File: src/design/dmn_pkg.sv
package dmn_pkg;

	// Default sizing of the node
	localparam int NODES_DEF      = 16;
	localparam int STAMP_BITS_DEF = 48;

	// Fixed field widths
	localparam int STAMP_W    = 48;
	localparam int NODE_W     = 4;
	localparam int COUNT_W    = 5;
	localparam int CFG_IDX_W  = 2;
	localparam int CFG_DATA_W = 8;

	// Queue depths between the parts
	localparam int CMD_DEPTH = 2;
	localparam int RES_DEPTH = 2;

	// Input actions
	localparam logic [1:0] ACT_ACQUIRE = 2'd0;
	localparam logic [1:0] ACT_REQUEST = 2'd1;
	localparam logic [1:0] ACT_REPLY   = 2'd2;
	localparam logic [1:0] ACT_RELEASE = 2'd3;

	// Outgoing message kinds
	localparam logic [1:0] KIND_NONE    = 2'd0;
	localparam logic [1:0] KIND_REQ     = 2'd1;
	localparam logic [1:0] KIND_REPLY   = 2'd2;
	localparam logic [1:0] KIND_RELEASE = 2'd3;

	// Configuration register indexes
	localparam logic [CFG_IDX_W-1:0] CFG_NODE_RANK  = 2'd0;
	localparam logic [CFG_IDX_W-1:0] CFG_NODE_COUNT = 2'd1;

	typedef struct packed {
		logic [1:0]         action;
		logic [STAMP_W-1:0] stamp;
		logic [NODE_W-1:0]  source;
	} item_t;

	typedef struct packed {
		logic [1:0]         send_kind;
		logic [NODE_W-1:0]  dest;
		logic [STAMP_W-1:0] out_stamp;
		logic               granted;
		logic               last;
	} result_t;

	// Decoded request handed from front to back
	typedef struct packed {
		logic [1:0]         action;
		logic [STAMP_W-1:0] stamp;
		logic [NODE_W-1:0]  source;
		logic               src_out;
		logic               src_self;
	} cmd_t;

	typedef struct packed {
		logic [NODE_W-1:0]  rank;
		logic [COUNT_W-1:0] count;
	} cfg_t;

endpackage

File: src/design/dmn_fifo.sv
module dmn_fifo #(
	parameter type T     = logic,
	parameter int  DEPTH = 2
) (
	input  logic clk,
	input  logic arst_n,
	input  logic push,
	output logic full,
	input  T     wdata,
	input  logic pop,
	output logic empty,
	output T     rdata
);
	localparam int PW = (DEPTH > 1) ? $clog2(DEPTH) : 1;
	localparam int CW = $clog2(DEPTH + 1);

	T              mem_q [DEPTH];
	logic [PW-1:0] wp_q;
	logic [PW-1:0] rp_q;
	logic [CW-1:0] cnt_q;
	logic          do_push;
	logic          do_pop;

	assign full    = cnt_q == CW'(DEPTH);
	assign empty   = cnt_q == '0;
	assign do_push = push && !full;
	assign do_pop  = pop && !empty;
	assign rdata   = mem_q[rp_q];

	// storage
	always_ff @(posedge clk) begin
		if (do_push) mem_q[wp_q] <= wdata;
	end

	// pointers and fill level
	always_ff @(posedge clk or negedge arst_n) begin
		if (!arst_n) begin
			wp_q  <= '0;
			rp_q  <= '0;
			cnt_q <= '0;
		end else begin
			if (do_push) wp_q <= (wp_q == PW'(DEPTH - 1)) ? '0 : wp_q + PW'(1);
			if (do_pop) rp_q <= (rp_q == PW'(DEPTH - 1)) ? '0 : rp_q + PW'(1);
			if (do_push && !do_pop) cnt_q <= cnt_q + CW'(1);
			else if (do_pop && !do_push) cnt_q <= cnt_q - CW'(1);
		end
	end

endmodule

File: src/design/dmn_front.sv
module dmn_front #(
	parameter int NODES      = dmn_pkg::NODES_DEF,
	parameter int STAMP_BITS = dmn_pkg::STAMP_BITS_DEF
) (
	input  logic           clk,
	input  logic           arst_n,
	input  logic           push,
	output logic           full,
	input  dmn_pkg::item_t item,
	input  dmn_pkg::cfg_t  cfg,
	output logic           cmd_valid,
	input  logic           cmd_pop,
	output dmn_pkg::cmd_t  cmd
);
	import dmn_pkg::*;

	localparam int SW       = (STAMP_BITS < STAMP_W) ? STAMP_BITS : STAMP_W;
	localparam int SRC_SPAN = 1 << NODE_W;
	localparam logic [STAMP_W-1:0] SMASK =
		(SW >= STAMP_W) ? '1 : ((STAMP_W'(1) << SW) - STAMP_W'(1));

	cmd_t dec;
	logic cmd_empty;

	// classify: mask the stamp, flag sources that must be ignored
	always_comb begin
		dec.action   = item.action;
		dec.stamp    = item.stamp & SMASK;
		dec.source   = item.source;
		dec.src_out  = (NODES < SRC_SPAN) ? (item.source >= NODE_W'(NODES)) : 1'b0;
		dec.src_self = item.source == cfg.rank;
	end

	dmn_fifo #(
		.T     (cmd_t),
		.DEPTH (CMD_DEPTH)
	) u_cmd_q (
		.clk   (clk),
		.arst_n(arst_n),
		.push  (push),
		.full  (full),
		.wdata (dec),
		.pop   (cmd_pop),
		.empty (cmd_empty),
		.rdata (cmd)
	);

	assign cmd_valid = !cmd_empty;

endmodule

File: src/design/dmn_back.sv
module dmn_back #(
	parameter int NODES      = dmn_pkg::NODES_DEF,
	parameter int STAMP_BITS = dmn_pkg::STAMP_BITS_DEF
) (
	input  logic             clk,
	input  logic             arst_n,
	input  dmn_pkg::cfg_t    cfg,
	input  logic             cmd_valid,
	input  dmn_pkg::cmd_t    cmd,
	output logic             cmd_pop,
	input  logic             res_full,
	output logic             res_push,
	output dmn_pkg::result_t res
);
	import dmn_pkg::*;

	localparam int SW = (STAMP_BITS < STAMP_W) ? STAMP_BITS : STAMP_W;
	localparam int IW = $clog2(NODES);
	// collected count may reach NODES + 1 when the rank lies outside the set
	localparam int CW = $clog2(NODES + 2);
	localparam int EW = ((CW > COUNT_W) ? CW : COUNT_W) + 1;

	typedef enum logic [1:0] {
		ST_IDLE,
		ST_SCAN,
		ST_EMIT
	} state_t;

	state_t          state_q;
	logic            req_q;
	logic [SW-1:0]   own_q;
	logic [NODES-1:0] set_q;
	logic [CW-1:0]   got_q;
	logic [NODES-1:0] dv_q;
	logic            held_q;
	logic [IW-1:0]   ptr_q;
	logic [IW-1:0]   dest_q;
	logic            last_q;
	logic [SW-1:0]   rd_q;
	logic [SW-1:0]   stamp_mem [NODES];

	logic [SW-1:0]    st;
	logic [IW-1:0]    src_i;
	logic [EW-1:0]    ncnt;
	logic [EW-1:0]    eff;
	logic             rank_in;
	logic             single;
	logic             ignore;
	logic             answer;
	logic             match;
	logic [CW-1:0]    got_next;
	logic             full_next;
	logic             scan_bit;
	logic [NODES-1:0] rest;
	logic             mem_we;
	logic             mem_re;

	// decision terms
	always_comb begin
		st        = cmd.stamp[SW-1:0];
		src_i     = IW'(cmd.source);
		ncnt      = EW'(cfg.count);
		if (ncnt == '0) eff = EW'(1);
		else if (ncnt > EW'(NODES)) eff = EW'(NODES);
		else eff = ncnt;
		rank_in   = EW'(cfg.rank) < EW'(NODES);
		single    = eff == EW'(1);
		ignore    = cmd.src_out || cmd.src_self;
		answer    = !req_q || (st < own_q) || ((st == own_q) && (cmd.source < cfg.rank));
		match     = !cmd.src_out && req_q && (st == own_q);
		got_next  = got_q + CW'(!set_q[src_i]);
		full_next = EW'(got_next) >= eff;
		scan_bit  = dv_q[ptr_q];
		rest      = dv_q & ~(NODES'(1) << ptr_q);
	end

	// result formation and queue handshakes
	always_comb begin
		cmd_pop  = 1'b0;
		res_push = 1'b0;
		res      = '0;
		mem_we   = 1'b0;
		mem_re   = 1'b0;
		case (state_q)
			ST_IDLE: begin
				if (cmd_valid && !res_full) begin
					cmd_pop     = 1'b1;
					res_push    = 1'b1;
					res.last    = 1'b1;
					res.granted = held_q;
					case (cmd.action)
						ACT_ACQUIRE: begin
							res.send_kind = KIND_REQ;
							res.out_stamp = STAMP_W'(st);
							res.granted   = single;
						end
						ACT_REQUEST: begin
							if (!ignore && answer) begin
								res.send_kind = KIND_REPLY;
								res.dest      = cmd.source;
								res.out_stamp = STAMP_W'(st);
							end else if (!ignore) begin
								mem_we = 1'b1;
							end
						end
						ACT_REPLY: begin
							res.granted = held_q || (match && full_next);
						end
						default: begin
							res.send_kind = KIND_RELEASE;
							res.granted   = 1'b0;
							res.last      = dv_q == '0;
						end
					endcase
				end
			end
			ST_SCAN: begin
				mem_re = scan_bit;
			end
			ST_EMIT: begin
				res_push      = !res_full;
				res.send_kind = KIND_REPLY;
				res.dest      = NODE_W'(dest_q);
				res.out_stamp = STAMP_W'(rd_q);
				res.granted   = held_q;
				res.last      = last_q;
			end
			default: ;
		endcase
	end

	// deferred stamps, one write and one registered read port
	always_ff @(posedge clk) begin
		if (mem_we) stamp_mem[src_i] <= st;
		if (mem_re) rd_q <= stamp_mem[ptr_q];
	end

	// lock state and release walker
	always_ff @(posedge clk or negedge arst_n) begin
		if (!arst_n) begin
			state_q <= ST_IDLE;
			req_q   <= 1'b0;
			own_q   <= '0;
			set_q   <= '0;
			got_q   <= '0;
			dv_q    <= '0;
			held_q  <= 1'b0;
			ptr_q   <= '0;
			dest_q  <= '0;
			last_q  <= 1'b0;
		end else begin
			case (state_q)
				ST_IDLE: begin
					if (cmd_pop) begin
						case (cmd.action)
							ACT_ACQUIRE: begin
								set_q  <= rank_in ? (NODES'(1) << cfg.rank) : '0;
								got_q  <= CW'(1);
								own_q  <= st;
								req_q  <= 1'b1;
								held_q <= single;
							end
							ACT_REQUEST: begin
								if (!ignore && !answer) dv_q[src_i] <= 1'b1;
							end
							ACT_REPLY: begin
								if (match) begin
									set_q[src_i] <= 1'b1;
									got_q        <= got_next;
									if (full_next) held_q <= 1'b1;
								end
							end
							default: begin
								req_q  <= 1'b0;
								held_q <= 1'b0;
								ptr_q  <= '0;
								if (dv_q != '0) state_q <= ST_SCAN;
							end
						endcase
					end
				end
				ST_SCAN: begin
					if (scan_bit) begin
						dv_q    <= rest;
						dest_q  <= ptr_q;
						last_q  <= rest == '0;
						state_q <= ST_EMIT;
					end else begin
						ptr_q <= ptr_q + IW'(1);
					end
				end
				ST_EMIT: begin
					if (!res_full) begin
						if (last_q) begin
							state_q <= ST_IDLE;
						end else begin
							ptr_q   <= ptr_q + IW'(1);
							state_q <= ST_SCAN;
						end
					end
				end
				default: state_q <= ST_IDLE;
			endcase
		end
	end

endmodule

File: src/design/distributed_mutex_node_core.sv
// One node of a Ricart-Agrawala timestamp lock. Items (acquire, request
// received, reply received, release) go in through a queue-style push/full
// port and outgoing messages come out through empty/pop, oldest first; the
// last flag marks the final message caused by one item. A two-entry command
// queue parts the decoder from the lock sequencer, and a two-entry result
// queue parts the sequencer from the consumer, so either side may stall.
// Acquire, request and reply items pass through the command queue and the
// result queue, and the sequencer retires one of them per cycle while it is
// idle and the result queue has room. A release emits the release message,
// then walks the deferred slots one index per cycle, and each deferred reply
// waits for the single registered read port of the stamp memory before it
// is emitted. Write node_rank and node_count through the cfg port only while
// the node is idle.
module distributed_mutex_node_core #(
	parameter int NODES      = dmn_pkg::NODES_DEF,
	parameter int STAMP_BITS = dmn_pkg::STAMP_BITS_DEF
) (
	input  logic                                clk,
	input  logic                                arst_n,
	input  logic                                push,
	output logic                                full,
	input  dmn_pkg::item_t                      item,
	output logic                                empty,
	input  logic                                pop,
	output dmn_pkg::result_t                    result,
	input  logic                                cfg_valid,
	output logic                                cfg_ready,
	input  logic [dmn_pkg::CFG_IDX_W-1:0]       cfg_index,
	input  logic [dmn_pkg::CFG_DATA_W-1:0]      cfg_data
);
	import dmn_pkg::*;

	cfg_t    cfg_q;
	logic    cmd_valid;
	logic    cmd_pop;
	cmd_t    cmd;
	logic    res_full;
	logic    res_push;
	result_t res;

	assign cfg_ready = 1'b1;

	// configuration registers
	always_ff @(posedge clk or negedge arst_n) begin
		if (!arst_n) begin
			cfg_q.rank  <= '0;
			cfg_q.count <= COUNT_W'(1);
		end else if (cfg_valid && cfg_ready) begin
			case (cfg_index)
				CFG_NODE_RANK:  cfg_q.rank  <= cfg_data[NODE_W-1:0];
				CFG_NODE_COUNT: cfg_q.count <= cfg_data[COUNT_W-1:0];
				default: ;
			endcase
		end
	end

	dmn_front #(
		.NODES     (NODES),
		.STAMP_BITS(STAMP_BITS)
	) u_front (
		.clk      (clk),
		.arst_n   (arst_n),
		.push     (push),
		.full     (full),
		.item     (item),
		.cfg      (cfg_q),
		.cmd_valid(cmd_valid),
		.cmd_pop  (cmd_pop),
		.cmd      (cmd)
	);

	dmn_back #(
		.NODES     (NODES),
		.STAMP_BITS(STAMP_BITS)
	) u_back (
		.clk      (clk),
		.arst_n   (arst_n),
		.cfg      (cfg_q),
		.cmd_valid(cmd_valid),
		.cmd      (cmd),
		.cmd_pop  (cmd_pop),
		.res_full (res_full),
		.res_push (res_push),
		.res      (res)
	);

	dmn_fifo #(
		.T     (result_t),
		.DEPTH (RES_DEPTH)
	) u_res_q (
		.clk   (clk),
		.arst_n(arst_n),
		.push  (res_push),
		.full  (res_full),
		.wdata (res),
		.pop   (pop),
		.empty (empty),
		.rdata (result)
	);

endmodule

File: config.mk
export PLATFORM = sky130hd
export DESIGN_NAME = distributed_mutex_node_core
export DESIGN_NICKNAME = d
export VERILOG_FILES = /design/src/design/dmn_pkg.sv /design/src/design/dmn_fifo.sv /design/src/design/dmn_front.sv /design/src/design/dmn_back.sv /design/src/design/distributed_mutex_node_core.sv
export SDC_FILE = /design/constraint.sdc
export NUM_CORES = 1
export LEC_CHECK = 0
export ABC_AREA = 1
export BUFFER_PORTS_ARGS = -buffer_cell sky130_fd_sc_hd__buf_2
export CELL_PAD_IN_SITES_DETAIL_PLACEMENT = 1
export CELL_PAD_IN_SITES_GLOBAL_PLACEMENT = 1
export CORE_UTILIZATION = 46
export CTS_BUF_LIST = sky130_fd_sc_hd__clkbuf_16
export CTS_CLUSTER_DIAMETER = 120
export DETAILED_ROUTE_END_ITERATION = 7
export PLACE_DENSITY = 0.72
export SLEW_MARGIN = 30
export SYNTH_ARGS = -nofsm -noshare
export SYNTH_HDL_FRONTEND = slang
export SYNTH_SLANG_ARGS = --single-unit
File: constraint.sdc
create_clock -name clk -period 6.5 [get_ports clk]
set_clock_uncertainty 0.15 [all_clocks]
set_input_delay 0.975 -clock clk [delete_from_list [all_inputs] [get_ports clk]]
set_output_delay 0.975 -clock clk [all_outputs]
set_load 0.02 [all_outputs]
==> flow_metrics.tcl <==
set metrics [dict create \
    fin_util_pct 52.06 \
    setup_ws_ns 1.235 \
    path_class "register to register" \
    ant_nets 0 \
    worstSkewPairLatency_ns 0.71 \
    r2r_cells 17 \
    synth-simple-area-share_pct 11.29 \
    drtIter0Drc 2941 \
    synth_xor_xnor_area_share_pct 0.2044 \
    synthAdderAreaFrac_pct 1.964 \
    path_clk_slew_ns 0.06 \
    syn_inst 3840 \
    synth_ff_type "edfxtp_1" \
    synth_area_per_cell_um2 12.28 \
    power_frac_comb_pct 33.9 \
    fin_setup_tns_ns 0 \
    arrival_ns 5.61 \
    grt_max_degree 225 \
    cts_tree "yes" \
    yosysSeqAreaShare_pct 72.23 \
    dpl-instance-area_um2 49430 \
    hold_viol 0 \
    cts.sinks 1153 \
    reg2reg_slack_ns 1.24 \
    antenna_found_initial 1 \
    rsz0062_at_grt "no" \
    root_buffer "clkbuf_16" \
    power.switching_mw 9.658 \
    slew_viol_final 0 \
    cp_slowest_stage_delay_ns 0.77 \
    cts_setup_buffers 0 \
    grt_pass1_vias 32390 \
    slew_headroom_pct 27.66 \
    cp-start-kind "register" \
    worstPathRequired_ns 6.84 \
    vdd_drop_max_v 0.0003634 \
    p_sw_share_pct 38.18 \
    r2r-end "u_res_q.mem_q[0][19]" \
    start_util_pct 46.33 \
    yosys_warnings 0 \
    synth_most_common_cell "edfxtp_1" \
    synth_cell_types 50 \
    powerDensity_nw_per_um2 477.5 \
    synth_top_area_cell "edfxtp_1" \
    instances_no_fill 5376 \
    io_pins 128 \
    path_depth 17 \
    fp.dieArea_um2 103800 \
    cts.path.max_buffers 3 \
    cpMaxStageDelayCell "nand2_4" \
    yosys-mux-area-fraction_pct 0 \
    post-route-min-period_ns 5.265 \
    internal_power_mw 15.64 \
    drive_gt1_share_pct 9.865 \
    synth_edf_count 1038 \
    status "completed" \
    synth_top_family_by_area "simple AND/OR/NAND/NOR gates" \
    grt-ovfl-total 0 \
    fin_crit_sh_pct 81.00 \
    r2r_start "u_front.u_cmd_q.rp_q" \
    critical_path_buf_inv_count 2 \
    h-tree-depth 3 \
    dpl_worst_slack_ns 1.199 \
    dr_total_vias 31440 \
    whs_ns 0.2164 \
    multi_input_area_um2 11660 \
    total_power_mw 25.29 \
    max_freq_mhz 189.9 \
    worstMarginPinSlew_ns 1.085 \
    numCtsBuffers 113 \
    drc 0 \
    final_area_um2 52970 \
    crit_family "simple AND/OR/NAND/NOR gates" \
    die_h_um 322.1 \
    power_frac_clock_pct 24.7 \
    syn-cell-area_um2 47140 \
    synth_top_area_share_pct 66.12 \
    synth_top_cells_by_count "1038 x edfxtp_1, 689 x nand2_1, 522 x o21ai_0" \
    area_growth_syn_to_layout_pct 12.37 \
    core_um2 101700 \
    cp_cell_sequence "inv_2 > buf_4 > nand2_1 > nand2_1 > ha_1 > nand2_1 > nor2_1 > nand2_1 > nor2_1 > nand3_2 > nor2_1 > a21oi_2 > nand2_1 > nand2_2 > nand2_4 > nand3_1 > nand2_1" \
    synth_compound_area_share_pct 11.01 \
    io_buffers 123 \
    vias_per_cell 5.848 \
    leakage_nw 19.02 \
    ctsHoldBuffers 0 \
    ys_seq_elements 1153 \
    ctsResizeCount 0 \
    cpMostUsedCell "nand2_1" \
    place_congestion 0.8089 \
    detail_route.first_pass.iterations 5 \
    fin_nets 4055 \
    path_max_fanout 48 \
    totalWireLength_mm 134.7 \
    grt_usage_pct 25.96 \
    setup_violations 0 \
    maxCapViolCount 0 \
    dpl.hpwl_mm 72.50 \
    dieWidth_um 322.1 \
    synth_nets 3983 \
    synth_area_leaders "edfxtp_1 66%, dfrtp_1 6.1%, o21ai_0 5.5%, nand2_1 5.5%, nor2_1 3.7%" \
    power_frac_seq_pct 41.4 \
    synth-async-reset-ratio_pct 9.974 \
    n_fill_cell 10280 \
    grt_pass1_wl_mm 200.2 \
    dpl.cell_count 5164 \
    fp-row-count 117 \
    hold_path.class "primary input to asynchronous set/reset pin" \
    regArea_um2 34060 \
    end_kind "register" \
    post_drt_wl_per_cell_um 25.05 \
]
## worst reg2reg max path, stage by stage, from the launching register on
cell and delay (ns):
dfrtp_2 0.60, inv_2 0.31, buf_4 0.33, nand2_1 0.09
nand2_1 0.52, ha_1 0.58, nand2_1 0.05, nor2_1 0.18
nand2_1 0.10, nor2_1 0.14, nand3_2 0.15, nor2_1 0.16
a21oi_2 0.08, nand2_1 0.08, nand2_2 0.16, nand2_4 0.78
nand3_1 0.23, nand2_1 0.35
## power groups by stage
stage          Combinational [mW]  Clock [mW]  Sequential (mW)
2_1_floorplan                5.45           0             10.4
3_3_place_gp                 8.16           0             10.6
3_5_place_dp                 8.53           0             10.6
4_1_cts                      8.60        6.34             10.5
5_1_grt                      9.47        6.60             10.6
6_report                     8.57        6.25             10.5
## metal layers
metal / vias up / global-route usage, % / wire length, µm
met3: 203 / 3.320 / 9147
met4: 0 / 7.101 / 2785
met5: - / 0 / 0
li1: 14040 / - / -
met2: 1090 / 43.47 / 65450
met1: 16100 / 35.76 / 57270
## worst max path at each step
stage	from	endpoint	slack, ns
6_report	u_front.u_cmd_q.rp_q	u_res_q.mem_q[0][19]	1.24
5_1_grt	u_front.u_cmd_q.rp_q	u_res_q.mem_q[0][36]	0.84
4_1_cts	u_front.u_cmd_q.rp_q	u_res_q.mem_q[0][19]	1.16
2_1_floorplan	u_front.u_cmd_q.rp_q	u_back.stamp_mem[15][0]	-0.13
3_5_place_dp	u_front.u_cmd_q.rp_q	u_res_q.mem_q[1][34]	1.20
3_3_place_gp	u_front.u_cmd_q.rp_q	u_res_q.mem_q[0][34]	1.35
## cells by family (layout without fill, tap and decap cells)
family / count (synthesis) / count (layout)
buffers and inverters: 392 / 556
and+or+nand+nor: 1342 / 1342
adders and majority gates: 74 / 74
xor gates and xnor gates: 11 / 11
other: 1 / 5
DFF: 1153 / 1153
AOI/OAI and AO/OA: 867 / 867
## layout by cell type (no fill, tap or decap), types with 4 or more instances in the layout
master and count:
nor2_1 460, buf_2 122, xor2_1 7, diode_2 4
nand4_1 7, o221ai_1 141, inv_2 9, nand2_2 4
o41ai_1 6, xnor2_1 4, nand2_1 689, inv_1 177
edfxtp_1 1038, nand3_1 133, nor4_1 5, a41oi_1 4
a22oi_1 6, o21ai_1 8, o22ai_1 59, ha_1 73
nor3_1 9, clkinv_2 14, buf_4 52, dfrtp_1 108
clkinv_1 30, or2_2 5, nor3_2 16, o21ai_0 522
buf_12 16, clkbuf_16 116, nor2_4 6, o211ai_1 57
bufinv_16 7, a21oi_1 44
## area by class of cell
| type | instances | share of cell area, % |
|---|---|---|
| Multi-Input combinational cell | 2295 | 22.02 |
| Tap cell | 1368 | 3.231 |
| Timing Repair Buffer | 196 | 2.714 |
| Sequential cell | 1153 | 64.31 |
| Antenna cell | 4 | 0.01890 |
| Clock inverter | 91 | 1.127 |
| Inverter | 153 | 1.103 |
| Clock buffer | 116 | 5.480 |
## sequential cells by signal, indices dropped and copies added, names as in the netlist, 2 cells and up
signal                 flops
u_back.stamp_mem         768
u_back.set_q              16
u_back.ptr_q               4
u_back.state_q             2
u_back.dv_q               16
u_front.u_cmd_q.cnt_q      2
u_back.rd_q               48
u_res_q.cnt_q              2
u_back.dest_q              4
u_front.u_cmd_q.mem_q    110
u_back.got_q               5
u_back.own_q              48
u_res_q.mem_q            112
cfg_q                      9
Power figures use the tool's default switching activity.
